## config.mk

```make
export PLATFORM = sky130hd
export DESIGN_NAME = drum_voice_allocator
export DESIGN_NICKNAME = d
export VERILOG_FILES = /design/src/sv/dva_pkg.sv /design/src/sv/dva_table.sv /design/src/sv/drum_voice_allocator.sv
export SDC_FILE = /design/constraint.sdc
export NUM_CORES = 1
export LEC_CHECK = 0
export BUFFER_PORTS_ARGS = -buffer_cell sky130_fd_sc_hd__buf_2
export CAP_MARGIN = 20
export CORE_MARGIN = 2
export CORE_UTILIZATION = 45
export CTS_BUF_LIST = sky130_fd_sc_hd__clkbuf_16
export CTS_CLUSTER_DIAMETER = 40
export DETAILED_ROUTE_END_ITERATION = 7
export GPL_TIMING_DRIVEN = 0
export HOLD_SLACK_MARGIN = 0.03
export PLACE_DENSITY = 0.69
export SLEW_MARGIN = 5
export SYNTH_ARGS = -nofsm -noshare
export SYNTH_HDL_FRONTEND = slang
export SYNTH_SLANG_ARGS = --single-unit
```

## constraint.sdc

```tcl
create_clock -name clk -period 6.5 [get_ports clk]
set_input_delay 0.325 -clock clk [delete_from_list [all_inputs] [get_ports clk]]
set_output_delay 0.325 -clock clk [all_outputs]
set_load 0.05 [all_outputs]
```

## src/sv/dva_pkg.sv

```systemverilog
`timescale 1ns / 1ps
// ----------------------------------------------------------------------------
// Drum voice allocator package
// Shared codes, field widths, the result record and the drum note map.
// ----------------------------------------------------------------------------
package dva_pkg;

    // Field widths fixed by the interface.
    localparam int CmdW    = 2;
    localparam int NoteW   = 7;
    localparam int LevelW  = 7;
    localparam int MaskW   = 4;
    localparam int SlotW   = 2;
    localparam int ActW    = 3;
    localparam int SampleW = 4;
    localparam int CoefW   = 16;
    localparam int CountW  = 3;

    // Command codes.
    localparam logic [CmdW-1:0] CmdNoteOn  = 2'd0;
    localparam logic [CmdW-1:0] CmdNoteOff = 2'd1;
    localparam logic [CmdW-1:0] CmdDone    = 2'd2;

    // Action codes reported with each result.
    localparam logic [ActW-1:0] ActNew       = 3'd0;
    localparam logic [ActW-1:0] ActRetrigger = 3'd1;
    localparam logic [ActW-1:0] ActEvict     = 3'd2;
    localparam logic [ActW-1:0] ActRelease   = 3'd3;
    localparam logic [ActW-1:0] ActCompact   = 3'd4;

    // Filter pole base, 0.999 in Q0.16, and the velocity slope 0.6/128 times 4.
    localparam logic [CoefW-1:0] PoleBase  = 16'd65470;
    localparam logic [17:0]      PoleSlope = 18'd1229;

    // Reciprocal of 25 scaled by 2^12 (with the times-128 folded in), exact
    // for all 7-bit levels.
    localparam logic [21:0] RelRecip = 22'd20972;

    // One result item.
    typedef struct packed {
        logic [SlotW-1:0]   slot;
        logic [ActW-1:0]    action;
        logic [SampleW-1:0] sample_index;
        logic [CoefW-1:0]   pole;
        logic [CoefW-1:0]   gain;
        logic [CountW-1:0]  voice_count;
    } dva_result_t;

    // General MIDI percussion notes mapped to the drum sample set.
    function automatic logic [SampleW-1:0] note_sample(input logic [NoteW-1:0] note);
        logic [SampleW-1:0] s;
        case (note)
            7'd36:   s = 4'd1;
            7'd38:   s = 4'd2;
            7'd40:   s = 4'd2;
            7'd41:   s = 4'd3;
            7'd42:   s = 4'd6;
            7'd43:   s = 4'd3;
            7'd44:   s = 4'd6;
            7'd45:   s = 4'd4;
            7'd46:   s = 4'd7;
            7'd47:   s = 4'd4;
            7'd48:   s = 4'd5;
            7'd49:   s = 4'd8;
            7'd50:   s = 4'd5;
            7'd54:   s = 4'd10;
            7'd56:   s = 4'd9;
            default: s = 4'd0;
        endcase
        return s;
    endfunction

endpackage

```

## src/sv/dva_table.sv

```systemverilog
`timescale 1ns / 1ps
// ----------------------------------------------------------------------------
// Drum voice allocator table logic
// Computes the next voice table, voice count and result for one command.
// ----------------------------------------------------------------------------
module dva_table #(
    parameter int VOICES = 4
) (
    input  logic [dva_pkg::CmdW-1:0]                 cmd,
    input  logic [dva_pkg::NoteW-1:0]                note,
    input  logic [dva_pkg::LevelW-1:0]               lvl,
    input  logic [dva_pkg::MaskW-1:0]                mask,
    input  logic [VOICES-1:0][dva_pkg::NoteW-1:0]    notes,
    input  logic [$clog2(VOICES+1)-1:0]              count,
    output logic [VOICES-1:0][dva_pkg::NoteW-1:0]    notes_next,
    output logic [$clog2(VOICES+1)-1:0]              count_next,
    output logic                                     emit,
    output dva_pkg::dva_result_t                     result
);
    import dva_pkg::*;

    localparam int CW = $clog2(VOICES + 1);
    localparam int IW = (VOICES > 1) ? $clog2(VOICES) : 1;

    logic          hit;
    logic [IW-1:0] hit_idx;
    logic [17:0]   pole_prod;
    logic [21:0]   rel_prod;
    logic [CW-1:0] kept_n;

    // Velocity-derived pole and release gain.
    assign pole_prod = 18'(lvl) * PoleSlope;
    assign rel_prod  = 22'(lvl) * RelRecip;

    // Highest occupied slot already holding this note.
    always_comb
    begin
        hit     = 1'b0;
        hit_idx = '0;
        for (int i = 0; i < VOICES; i++)
        begin
            if ((CW'(i) < count) && (notes[i] == note))
            begin
                hit     = 1'b1;
                hit_idx = IW'(i);
            end
        end
    end

    // Table update and result formation.
    always_comb
    begin
        notes_next          = notes;
        count_next          = count;
        emit                = 1'b1;
        kept_n              = '0;
        result              = '0;
        case (cmd)
            CmdNoteOn:
            begin
                result.sample_index = note_sample(note);
                result.pole         = PoleBase - pole_prod[17:2];
                result.gain         = {lvl, 9'd0};
                if (hit)
                begin
                    result.slot   = SlotW'(hit_idx);
                    result.action = ActRetrigger;
                end
                else if (count == CW'(VOICES))
                begin
                    // Oldest voice drops out, the rest move down one slot.
                    for (int i = 0; i < VOICES - 1; i++)
                    begin
                        notes_next[i] = notes[i + 1];
                    end
                    notes_next[VOICES-1] = note;
                    result.slot          = SlotW'(VOICES - 1);
                    result.action        = ActEvict;
                end
                else
                begin
                    for (int i = 0; i < VOICES; i++)
                    begin
                        if (CW'(i) == count)
                        begin
                            notes_next[i] = note;
                        end
                    end
                    count_next    = count + CW'(1);
                    result.slot   = SlotW'(count);
                    result.action = ActNew;
                end
            end
            CmdNoteOff:
            begin
                result.action = ActRelease;
                result.gain   = CoefW'(rel_prod[21:12]);
            end
            CmdDone:
            begin
                // Keep unfinished voices in age order; only the first four
                // slots have a mask bit.
                for (int i = 0; i < VOICES; i++)
                begin
                    if ((CW'(i) < count) && !((i < MaskW) && mask[2'(i)]))
                    begin
                        notes_next[kept_n[IW-1:0]] = notes[i];
                        kept_n = kept_n + CW'(1);
                    end
                end
                count_next    = kept_n;
                result.action = ActCompact;
            end
            default:
            begin
                emit = 1'b0;
            end
        endcase
        result.voice_count = CountW'(count_next);
    end

endmodule

```

## src/sv/drum_voice_allocator.sv

```systemverilog
`timescale 1ns / 1ps
// ----------------------------------------------------------------------------
// Drum voice allocator
// Voice table for a polyphonic drum player with oldest-voice stealing.
// ----------------------------------------------------------------------------
// Path: a command passes the input register, then the result register; its
// result is valid on the output once it is held in the result register.
// Throughput: one command per cycle while the output side is ready; the table
// update is a single pass of compare and shift logic between the two registers.
// Reset: clears both valid flags and the voice count; the slot notes are
// not reset since only occupied slots are ever read.
module drum_voice_allocator #(
    parameter int VOICES = 4
) (
    input  logic                           clk,
    input  logic                           rst_n,
    input  logic                           in_valid,
    output logic                           in_ready,
    input  logic [dva_pkg::CmdW-1:0]       command,
    input  logic [dva_pkg::NoteW-1:0]      note_number,
    input  logic [dva_pkg::LevelW-1:0]     level,
    input  logic [dva_pkg::MaskW-1:0]      done_mask,
    output logic                           out_valid,
    input  logic                           out_ready,
    output logic [dva_pkg::SlotW-1:0]      slot,
    output logic [dva_pkg::ActW-1:0]       action,
    output logic [dva_pkg::SampleW-1:0]    sample_index,
    output logic [dva_pkg::CoefW-1:0]      pole,
    output logic [dva_pkg::CoefW-1:0]      gain,
    output logic [dva_pkg::CountW-1:0]     voice_count
);
    import dva_pkg::*;

    localparam int CW = $clog2(VOICES + 1);

    // Input stage.
    logic                         stage_valid_reg;
    logic [CmdW-1:0]              cmd_reg;
    logic [NoteW-1:0]             note_reg;
    logic [LevelW-1:0]            level_reg;
    logic [MaskW-1:0]             mask_reg;

    // Voice table.
    logic [VOICES-1:0][NoteW-1:0] notes_reg;
    logic [VOICES-1:0][NoteW-1:0] notes_next;
    logic [CW-1:0]                count_reg;
    logic [CW-1:0]                count_next;

    // Result stage.
    logic                         out_valid_reg;
    logic                         out_valid_next;
    dva_result_t                  res_reg;
    dva_result_t                  res_next;

    logic                         emit;
    logic                         advance;

    dva_table #(
        .VOICES (VOICES)
    ) u_table (
        .cmd        (cmd_reg),
        .note       (note_reg),
        .lvl        (level_reg),
        .mask       (mask_reg),
        .notes      (notes_reg),
        .count      (count_reg),
        .notes_next (notes_next),
        .count_next (count_next),
        .emit       (emit),
        .result     (res_next)
    );

    // The staged command moves on when the result register can take it;
    // commands without a result never wait.
    assign advance  = stage_valid_reg && (!emit || !out_valid_reg || out_ready);
    assign in_ready = !stage_valid_reg || advance;

    // Result register holds its item until the output transfer.
    always_comb
    begin
        if (advance && emit)
        begin
            out_valid_next = 1'b1;
        end
        else if (out_ready)
        begin
            out_valid_next = 1'b0;
        end
        else
        begin
            out_valid_next = out_valid_reg;
        end
    end

    // Control state.
    always_ff @(posedge clk or negedge rst_n)
    begin
        if (!rst_n)
        begin
            stage_valid_reg <= 1'b0;
            out_valid_reg   <= 1'b0;
            count_reg       <= '0;
        end
        else
        begin
            if (in_ready)
            begin
                stage_valid_reg <= in_valid;
            end
            out_valid_reg <= out_valid_next;
            if (advance)
            begin
                count_reg <= count_next;
            end
        end
    end

    // Payload registers.
    always_ff @(posedge clk)
    begin
        if (in_ready && in_valid)
        begin
            cmd_reg   <= command;
            note_reg  <= note_number;
            level_reg <= level;
            mask_reg  <= done_mask;
        end
        if (advance)
        begin
            notes_reg <= notes_next;
        end
        if (advance && emit)
        begin
            res_reg <= res_next;
        end
    end

    assign out_valid    = out_valid_reg;
    assign slot         = res_reg.slot;
    assign action       = res_reg.action;
    assign sample_index = res_reg.sample_index;
    assign pole         = res_reg.pole;
    assign gain         = res_reg.gain;
    assign voice_count  = res_reg.voice_count;

    // The voice count never exceeds the number of slots.
    a_count_range: assert property (@(posedge clk) disable iff (!rst_n)
        count_reg <= CW'(VOICES))
        else $error("voice count above slot count");

    // A processed note-on always leaves at least one voice sounding.
    a_note_on_count: assert property (@(posedge clk) disable iff (!rst_n)
        (advance && cmd_reg == CmdNoteOn) |=> (count_reg != '0))
        else $error("note-on left the table empty");

    // A steal only happens with the table full.
    a_evict_full: assert property (@(posedge clk) disable iff (!rst_n)
        (out_valid_reg && res_reg.action == ActEvict)
            |-> (res_reg.voice_count == CountW'(VOICES)))
        else $error("eviction reported with table not full");

    // A staged command that cannot move on is kept.
    a_stage_hold: assert property (@(posedge clk) disable iff (!rst_n)
        (stage_valid_reg && !advance) |=> stage_valid_reg)
        else $error("staged command lost");

endmodule
```

Word-level counts from Yosys, hierarchy flattened

Memory sizes are Yosys's and may differ from the RTL's. A register that Yosys moved wholly into a read port is not among the register bits.
Index checks and enable logic that the tools add are counted.

Flip-flop bits (word level): 91
Latch bits: 0
Bits in writable memories: 0
Memory bits (read-only): 256
Input port bits: 24
Logic and storage cells: 105
Memories: 1

Memory list:

| memory           | depth | width | rd ports | clocked after memory_dff | wr ports | line          | source |
|---|---|---|---|---|---|---|---|
| (name not given) | 64    | 4     | 1        | 1                        | 0        | dva_pkg.sv:52 | `case (note)` |

Add/subtract/negate cells: 3
$mul: 2
Divide/modulo/power cells: 0
$lt $le $gt $ge: 6
Equal/unequal tests: 16
Shift-type cells: 0
Muxes and demuxes: 32
Bitwise gates (word level): 1
Reduce and logical (&&, ||, !) cells: 28

Operators with widths:

| kind                   | number |
|---|---|
| $mux 28                | 3 |
| $pmux 28 s2            | 1 |
| $mux 7                 | 6 |
| $pmux 16 s2            | 1 |
| $bwmux 28              | 1 |
| $eq 7x7->1             | 4 |
| $mul 7x13->20 const B  | 1 |
| $mul 7x11->18 const B  | 1 |
| $sub 16x16->16 const A | 1 |
| $reduce_and 5->1       | 3 |
| $demux 7 s2            | 1 |
| $mux 3                 | 4 |
| $ne 3x1->1 const B     | 4 |
| $logic_and 1x1->1      | 10 |
| $mux 5                 | 2 |
| $mux 1                 | 9 |
| $pmux 3 s3             | 1 |
| $add 3x1->3 const B    | 2 |
| $eq 2x3->1 const A     | 2 |
| $lt 1x3->1 const A     | 2 |
| $lt 2x3->1 const A     | 2 |
| $pmux 3 s2             | 1 |
| $logic_not 1->1        | 5 |
| $mux 2                 | 2 |
| other kinds (16)       | 19 |

Longest topological paths before layout

Gate-level depths: netlist (run 1).

Depth after elaboration: 11
Mapped depth: 17
Depth with buffers taken out: 16

By module

From an unflattened synthesis (run 1), not the netlist that was laid out.

Cell total of the unflattened synthesis: 689
Area total of the unflattened synthesis: 7479.7 um^2

Modules (own cells, without submodules):

| module               | times used | cells an instance | area an instance (um^2) | seq. area each (um^2) |
|---|---|---|---|---|
| dva_table            | 1          | 569               | 4425.5                  | 0.0 |
| drum_voice_allocator | 1          | 120               | 3054.2                  | 2887.8 |

Worst setup path after synthesis (run 1)

Ideal clock, no wire load.

Kind: register to register
From: reg level_reg[5]
To: reg res_reg (netlist bit gain[9]) (data pin)
Arrival time: 4.335 ns
Required time: 6.226 ns
Slack: 1.891 ns
Cell stages (with the launch flop): 17
Buffers on the path: 0
Cells stage by stage: edfxtp_1 > inv_1 > ha_1 > xnor2_1 > ha_1 > fa_1 > inv_1 > fa_1 > inv_1 > ha_1 > and4_1 > a41oi_1 > a2111oi_2 > nor4b_1 > o31ai_1 > xnor2_1 > o22ai_1

Word-level cells in the longest chain between the ends: 2

RTL lines:

| item                   | line                        | source |
|---|---|---|
| start, declared        | drum_voice_allocator.sv:40  | `logic [LevelW-1:0] level_reg;` |
| start signal, assigned | drum_voice_allocator.sv:125 | `level_reg <= level;` |
| $mul 7x13->20          | dva_table.sv:33             | `assign rel_prod = 22'(lvl) * RelRecip;` |
| $pmux 16 s2            | dva_table.sv:58             | `case (cmd)` |
| end signal, assigned   | drum_voice_allocator.sv:134 | `res_reg <= res_next;` |
| end, declared          | drum_voice_allocator.sv:52  | `dva_result_t res_reg;` |

Every way passes these cells.
A chain may end at the register's enable or synchronous reset.

Final worst setup path (run 1)

Same ends and word-level chain as after synthesis.

==> results of run 1 <==
-- what timing repair did --
action | in CTS | in global routing
hold endpoints to repair | 5 | 0
hold buffers | 1 | 0
setup buffers | 0 | 0
-- layout by cell type, fill, tap and decap left out, types with 6 or more instances in the layout --
| cell | n |
|---|---|
| buf_2 | 74 |
| edfxtp_1 | 90 |
| and2_1 | 11 |
| nand4_1 | 8 |
| clkbuf_16 | 9 |
| inv_1 | 57 |
| or2_2 | 6 |
| xor2_1 | 10 |
| nand3_1 | 9 |
| nand2_1 | 45 |
| nor2_1 | 56 |
| xnor2_1 | 42 |
| o21ai_0 | 15 |
| clkbuf_1 | 13 |
| a21oi_1 | 47 |
| a22o_1 | 8 |
| ha_1 | 98 |
| nand2b_1 | 13 |
| a21o_1 | 6 |
| fa_1 | 24 |
| nor3_1 | 10 |
| nor4_1 | 6 |
| o21a_1 | 6 |
| nor2b_1 | 12 |
-- worst min-delay path by stage --
stage / startpoint / endpoint / slack [ps] / cells past startpoint
3_5_place_dp: rst_n / out_valid$_DFFE_PN0P_ / 150 / 1
5_1_grt: note_number[0] / note_reg[0]$_DFFE_PP_ / 130 / 1
4_1_cts: level[2] / level_reg[2]$_DFFE_PP_ / 140 / 1
3_3_place_gp: rst_n / out_valid$_DFFE_PN0P_ / 150 / 1
2_1_floorplan: rst_n / count_reg[0]$_DFFE_PN0P_ / 30 / 0
6_report: done_mask[1] / mask_reg[1]$_DFFE_PP_ / 150 / 1
-- worst reg2reg max path: stages, from the launching register on --
cell and delay [ps]:
edfxtp_1 680, inv_1 180, ha_1 350, xnor2_1 360, ha_1 330, fa_1 540, inv_1 60, fa_1 500
inv_1 40, ha_1 290, and4_1 180, a41oi_1 370, a2111oi_2 170, nor4b_1 660, o31ai_1 180, xnor2_1 170
o22ai_1 120
-- logic make-up (layout without fill, tap and decap cells) --
group                      count (synthesis)  count (layout)  share of synthesized area, %
and+or+nand+nor                          201             201                          14.3
AOI/OAI and AO/OA                        134             134                          12.7
adders and majority gates                122             122                          23.2
DFF                                       95              95                          38.5
buffers and inverters                     82             167                          4.43
xor gates and xnor gates                  53              53                          6.42
muxes                                      3               3                         0.409
-- metrics by stage --
step | hold WS, ps | utilization [%] | power (mW) | instance area [um2] | setup slack (ps)
floorplan | 29.4 | - | 2.03 | 7340 | 1890
global placement | 150 | 49.9 | 2.31 | 7950 | 1120
detailed placement | 151 | 50.0 | 2.32 | 7980 | 1100
CTS | 137 | 52.0 | 2.87 | 8290 | 1080
global route | 135 | 52.0 | 3.10 | 8290 | 813
finish | 147 | 52.0 | 2.86 | 8290 | 1020
-- per-layer routing --
| layer | up-vias | track usage (%) |
|---|---|---|
| li1 | 2639 | - |
| met1 | 2461 | 26.4 |
| met2 | 145 | 29.8 |
| met3 | 13 | 3.65 |
| met4 | 0 | 4.47 |
| met5 | - | 0 |
-- power by group --
group,internal (mW),switching (mW)
clock network,0.299,0.233
logic,0.573,0.947
registers,0.764,0.0408
total,1.64,1.22
-- cell type report --
type	count	area (um2)
timing repair buffer	69	365
clock buffer	9	225
tap	216	270
inverter	56	210
multi-input combinational	513	4200
buffer	26	115
sequential	95	2830
clock inverter	7	72.6
fill	1413	7660
==> results.py, run 1 <==
metrics = {
    "worst_setup_path": {
        "reg2regPathDepth": 16,
        "path_cells": "inv_1, ha_1, xnor2_1, ha_1, fa_1, inv_1, fa_1, inv_1, ha_1, and4_1, a41oi_1, a2111oi_2, nor4b_1, o31ai_1, xnor2_1, o22ai_1",
        "cp-startpoint": "level_reg[5]$_DFFE_PP_",
        "start_kind": "flop",
        "cp_num_buf_inv": 3,
        "r2r_start": "level_reg[5]$_DFFE_PP_",
        "end_kind": "flop",
        "critPathArrivalTime_ps": 5530,
        "r2r_end": "gain[9]$_SDFFCE_PN0P_",
        "path_class": "reg -> reg",
        "critPathCapture": "gain[9]$_SDFFCE_PN0P_",
        "slowest_delay_ps": 680,
        "cp_top_family": "adder cells",
        "cp_num_cells": 16,
        "required_ps": 6550,
        "rrSetupSlack_ps": 1020,
        "crit_fanout": 10,
        "cp_slowest_cell": "edfxtp_1",
    },
    "finish": {
        "area_growth_pct": 12.9,
        "largest_reg_flops": 28,
        "final_cells": 991,
        "final_nets": 916,
        "drive_above_1_share_pct": 15.4,
        "antennaDiodeCount": 0,
    },
    "global_route": {
        "antenna_found_initial": 0,
        "grt_pass1_wl_um": 26100,
        "grt_max_degree": 24,
        "grt_use_total_pct": 18.7,
        "grt_pass1_vias": 5220,
        "grt_overflow_total": 0,
    },
    "drt": {
        "vias": 5258,
        "wl_met1_um": 7630,
        "drtIter0Drc": 349,
        "drt-total-wl_um": 15400,
        "first_pass_iters": 4,
        "wl_per_cell_um": 15.5,
        "drc": 0,
        "met3WireLength_um": 735,
        "via_per_inst": 5.31,
        "wl_met2_um": 6860,
        "ant_nets": 0,
        "top_layer": "met4",
    },
    "die": {
        "io_pins": 70,
        "fp-row-count": 46,
        "coreArea_um2": 15900,
        "die_y_um": 132,
        "dieArea_um2": 17400,
        "die_w_um": 132,
        "start_util_pct": 46.1,
    },
    "power_and_ir_drop": {
        "p_per_area_nw_per_um2": 345,
        "ir_worst_vdd_v": 0.000210,
        "leakagePower_nw": 3.51,
    },
    "synth": {
        "yosysUniqueCellTypes": 73,
        "yosysMostFrequentCell": "ha_1",
        "netlist_top_cells_count": "ha_1 (98), edfxtp_1 (90), inv_1 (56), nor2_1 (56), a21oi_1 (48)",
        "syn_area_per_cell_um2": 10.6,
        "synth_cells": 690,
        "synth_warnings": 0,
        "synth_area_leaders": "edfxtp_1 (37%), ha_1 (17%), fa_1 (6.5%), xnor2_1 (5.0%), a21oi_1 (3.3%)",
        "synth_edf_count": 90,
        "ys_seq_area_share_pct": 38.5,
        "async_flop_share_pct": 5.26,
        "ys_seq_elements": 95,
        "syn_area_um2": 7340,
        "synth_nets": 836,
        "post-synth-top-area-fraction_pct": 36.8,
        "yosysTopAreaCell": "edfxtp_1",
        "ys.flop_type": "edfxtp_1",
    },
    "sta": {
        "worstMarginPinSlew_ps": 936,
        "fmax_ghz": 0.183,
        "tns_ps": 0,
        "finalHoldViolCount": 0,
        "rsz0062_at_grt": "false",
        "fin_crit_ps": 5480,
        "fin_crit_sh_pct": 84.3,
        "slew_viol_final": 0,
        "relSlewSlack_pct": 37.6,
        "setup_viol": 0,
        "skew_ps": 8.69,
    },
    "job": {
        "max-cap-violations": 0,
    },
    "placement": {
        "hpwl_um": 12000,
        "portBuffers": 67,
        "globalplace.congestion": 0.884,
        "dp.cells": 974,
    },
    "cts": {
        "insertion_delay_ps": 350,
        "clk_pin_slew_ps": 70,
        "cts_sinks": 95,
        "clockBufferDepth": 2,
        "cts.repair.resized": 0,
        "cts_buffers": 9,
        "cts_root_buffer": "clkbuf_16",
        "cts_tree": "built",
        "cts_htree_levels": 3,
    },
    "status": {
        "status": "complete, no violations",
    },
    "worst_hold_path": {
        "hp-class": "in -> reg",
    },
}
(Power assumes the default switching activity.)
==> run 2: changes to the inputs <==
--- a/config.mk
+++ b/config.mk
@@ -5,6 +5,7 @@
 export SDC_FILE = /design/constraint.sdc
 export NUM_CORES = 1
 export LEC_CHECK = 0
+export ABC_AREA = 1
 export BUFFER_PORTS_ARGS = -buffer_cell sky130_fd_sc_hd__buf_2
 export CAP_MARGIN = 20
 export CORE_MARGIN = 2
@@ -14,7 +15,7 @@
 export DETAILED_ROUTE_END_ITERATION = 7
 export GPL_TIMING_DRIVEN = 0
 export HOLD_SLACK_MARGIN = 0.03
-export PLACE_DENSITY = 0.69
+export PLACE_DENSITY = 0.72
 export SLEW_MARGIN = 5
 export SYNTH_ARGS = -nofsm -noshare
 export SYNTH_HDL_FRONTEND = slang
==> constraint.sdc (replaced) <==
create_clock -name clk -period 4.45 [get_ports clk]
set_input_delay 0.2225 -clock clk [delete_from_list [all_inputs] [get_ports clk]]
set_output_delay 0.2225 -clock clk [all_outputs]
set_load 0.05 [all_outputs]
==> run 2 against run 1 <==
Net effect:
- cell count is 20% higher
- combinational power is 63% higher
- clock power is 67% higher
- synthesized cell count is 25% higher
- register-to-register slack worse by 860 ps
- area after synthesis is 2.9% higher
- design area is 6.6% higher
==> results.py, run 2 <==
metrics = {
    "status": {
        "status": "complete, no violations",
    },
    "synth": {
        "yosysMostFrequentCell": "nand2_1",
        "synthAdderAreaFrac_pct": 22.6,
        "yosysTopAreaCell": "edfxtp_1",
        "synth_compound_area_share_pct": 9.78,
        "synth_area_leaders": "edfxtp_1 (36%), ha_1 (16%), nand2_1 (9.0%), fa_1 (6.4%), inv_1 (5.8%)",
        "ys_seq_elements": 95,
        "ys.flop_type": "edfxtp_1",
        "ys_seq_area_share_pct": 37.4,
        "yosys.area_share.xor_xnor_pct": 3.25,
        "syn_area_um2": 7560,
        "synth_cells": 860,
        "async_flop_share_pct": 5.26,
        "yosysUniqueCellTypes": 43,
        "synth_warnings": 0,
        "yosys-mux-area-fraction_pct": 0,
        "synth_edf_count": 90,
        "synth_top_family_by_area": "adder cells",
        "post-synth-top-area-fraction_pct": 35.8,
        "synth_simple_gate_area_share_pct": 19.7,
        "netlist_top_cells_count": "nand2_1 (182), inv_1 (116), ha_1 (98)",
        "syn_area_per_cell_um2": 8.79,
        "synth_nets": 1006,
    },
    "drt": {
        "drt-total-wl_um": 17400,
        "first_pass_iters": 5,
        "drc": 0,
        "via_per_inst": 5.15,
        "wl_per_cell_um": 14.6,
        "drtIter0Drc": 341,
        "vias": 6134,
        "ant_nets": 0,
    },
    "finish": {
        "final_cell_mix": "nand2_1 (181), inv_1 (115), ha_1 (94)",
        "drive_above_1_share_pct": 15.2,
        "largest_reg_flops": 28,
        "area_growth_pct": 16.9,
        "final_common_cell": "nand2_1",
        "final_nets": 1112,
        "fillers": 1465,
        "antennaDiodeCount": 0,
        "utilization_pct": 53.5,
    },
    "worst_setup_path": {
        "required_ps": 4540,
        "cp_slowest_cell": "fa_1",
        "crit_fanout": 6,
        "path_class": "reg -> reg",
        "path_cells": "buf_4, fa_1, ha_1, fa_1, inv_1, fa_1, inv_1, ha_1, nand2_1, inv_1, nand2_1, nand3_1, o21ai_1, nand2_1, nand3_1, nand2_1, nor2_1, o22ai_2",
        "slowest_delay_ps": 550,
        "critPathArrivalTime_ps": 4370,
        "end_kind": "flop",
        "cp_common_cell": "nand2_1",
        "start_kind": "flop",
    },
    "cts": {
        "cts_root_buffer": "clkbuf_16",
        "clk_pin_slew_ps": 80,
        "cts_buffers": 9,
        "cts_htree_levels": 3,
        "cts_tree": "built",
        "insertion_delay_ps": 370,
        "clockBufferDepth": 2,
        "cts_sinks": 95,
    },
    "sta": {
        "relSlewSlack_pct": 46.7,
        "worstMarginPinSlew_ps": 799,
        "skew_ps": 24.6,
        "layout_setup_ws_ps": 165,
        "finalHoldViolCount": 0,
        "fin_crit_sh_pct": 96.3,
        "fin_crit_ps": 4280,
        "setup_viol": 0,
        "fmax_ghz": 0.233,
        "slew_viol_final": 0,
    },
    "power_and_ir_drop": {
        "ir_worst_vdd_v": 0.000350,
        "clockPowerShare_pct": 19.4,
        "seq_power_share_pct": 26.4,
        "p_sw_mw": 2.06,
        "p_per_area_nw_per_um2": 517,
        "p_sw_share_pct": 45.1,
        "intPower_mw": 2.51,
        "p_comb_share_pct": 54.2,
        "leakagePower_nw": 4.17,
    },
    "die": {
        "die_w_um": 134,
        "start_util_pct": 45.7,
        "io_pins": 70,
        "fp-row-count": 47,
        "die_y_um": 134,
        "dieArea_um2": 17800,
        "coreArea_um2": 16500,
    },
    "global_route": {
        "grt_pass1_vias": 5664,
        "grt_overflow_total": 0,
        "antenna_found_initial": 0,
        "grt_use_total_pct": 20.0,
        "grt_pass1_wl_um": 27900,
        "grt_max_degree": 42,
    },
    "placement": {
        "dp_slack_ps": -160,
        "globalplace.congestion": 0.907,
        "portBuffers": 67,
        "hpwl_um": 13300,
    },
    "job": {
        "max-cap-violations": 0,
    },
    "worst_hold_path": {
        "hp-class": "in -> reg",
    },
}
==> run 2: routing by layer <==
layer  vias up  global-route usage [%]  share of wire (%)
li1       3102                       -                  -
met5         -                       0                  0
met3        26                    3.61                6.5
met2       200                    30.4                 43
met1      2806                    28.7                 48
met4         0                    7.03                2.4
==> run 2: kinds of logic after synthesis <==
kind of cell	after synthesis
flip-flops	95
XOR/XNOR	28
AO/OA/AOI/OAI	130
AND/OR/NAND/NOR	349
buffers and inverters	136
adder cells (fa/ha/maj)	122
==> run 2: through the flow <==
step / area (um2) / hold slack [ps] / TNS (ps) / total power, mW / std cells
after floorplan: 7560 / -73.1 / 0 / 3.07 / 860
after global placement: 8170 / 45.0 / -200 / 3.53 / 1147
after detailed placement: 8190 / 48.2 / -491 / 3.58 / 1148
after CTS: 8670 / 30.5 / 0 / 4.49 / 1180
after global routing: 8830 / 31.3 / -30.2 / 4.93 / 1191
final: 8830 / 38.5 / 0 / 4.57 / 1191
==> run 2: final timing paths <==
check	start	end	slack [ps]	cells past startpoint
hold reg to reg	out_valid$_DFFE_PN0P_	out_valid$_DFFE_PN0P_	540	2
min in group asynchronous	rst_n	count_reg[0]$_DFFE_PN0P_	210	2
setup / recovery	level_reg[2]$_DFFE_PP_	gain[9]$_SDFFCE_PN0P_	170	18
max in group asynchronous	rst_n	count_reg[2]$_DFFE_PN0P_	4090	2
setup reg to reg	level_reg[2]$_DFFE_PP_	gain[9]$_SDFFCE_PN0P_	170	18
hold / removal	level[4]	level_reg[4]$_DFFE_PP_	40	1
==> run 2: power groups by stage <==
stage,Clock [mW],Combinational [mW],Sequential [mW]
floorplan,0,1.64,1.43
global placement,0,2.30,1.23
detailed placement,0,2.35,1.23
CTS,0.899,2.39,1.21
global route,0.929,2.78,1.22
finish,0.886,2.48,1.20
==> run 2: what timing repair did <==
action | in CTS | in global routing
buffers inserted | 7 | 9
hold endpoints to repair | 13 | 2
pin swaps | 0 | 2
setup endpoints to repair | 6 | 10
hold buffers | 9 | 2
gates resized for setup | 0 | 12
==> run 2: worst max-delay path, delay by kind of cell, from the launching register on <==
kind | cells | cell delay [ps]
adders and majority gates | 5 | 2200
AOI/OAI and AO/OA | 2 | 260
DFF | 1 | 520
buffers and inverters | 4 | 350
and+or+nand+nor | 7 | 680
==> run 2: layout make-up <==
class / instances / area, um2 / share of cell area (%)
multi-input combinational: 629 / 4250 / 48.1
sequential: 95 / 2830 / 32.0
timing repair buffer: 95 / 586 / 6.63
inverter: 120 / 455 / 5.16
tap: 220 / 275 / 3.12
clock buffer: 9 / 225 / 2.55
clock inverter: 7 / 114 / 1.29
buffer: 16 / 97.6 / 1.10
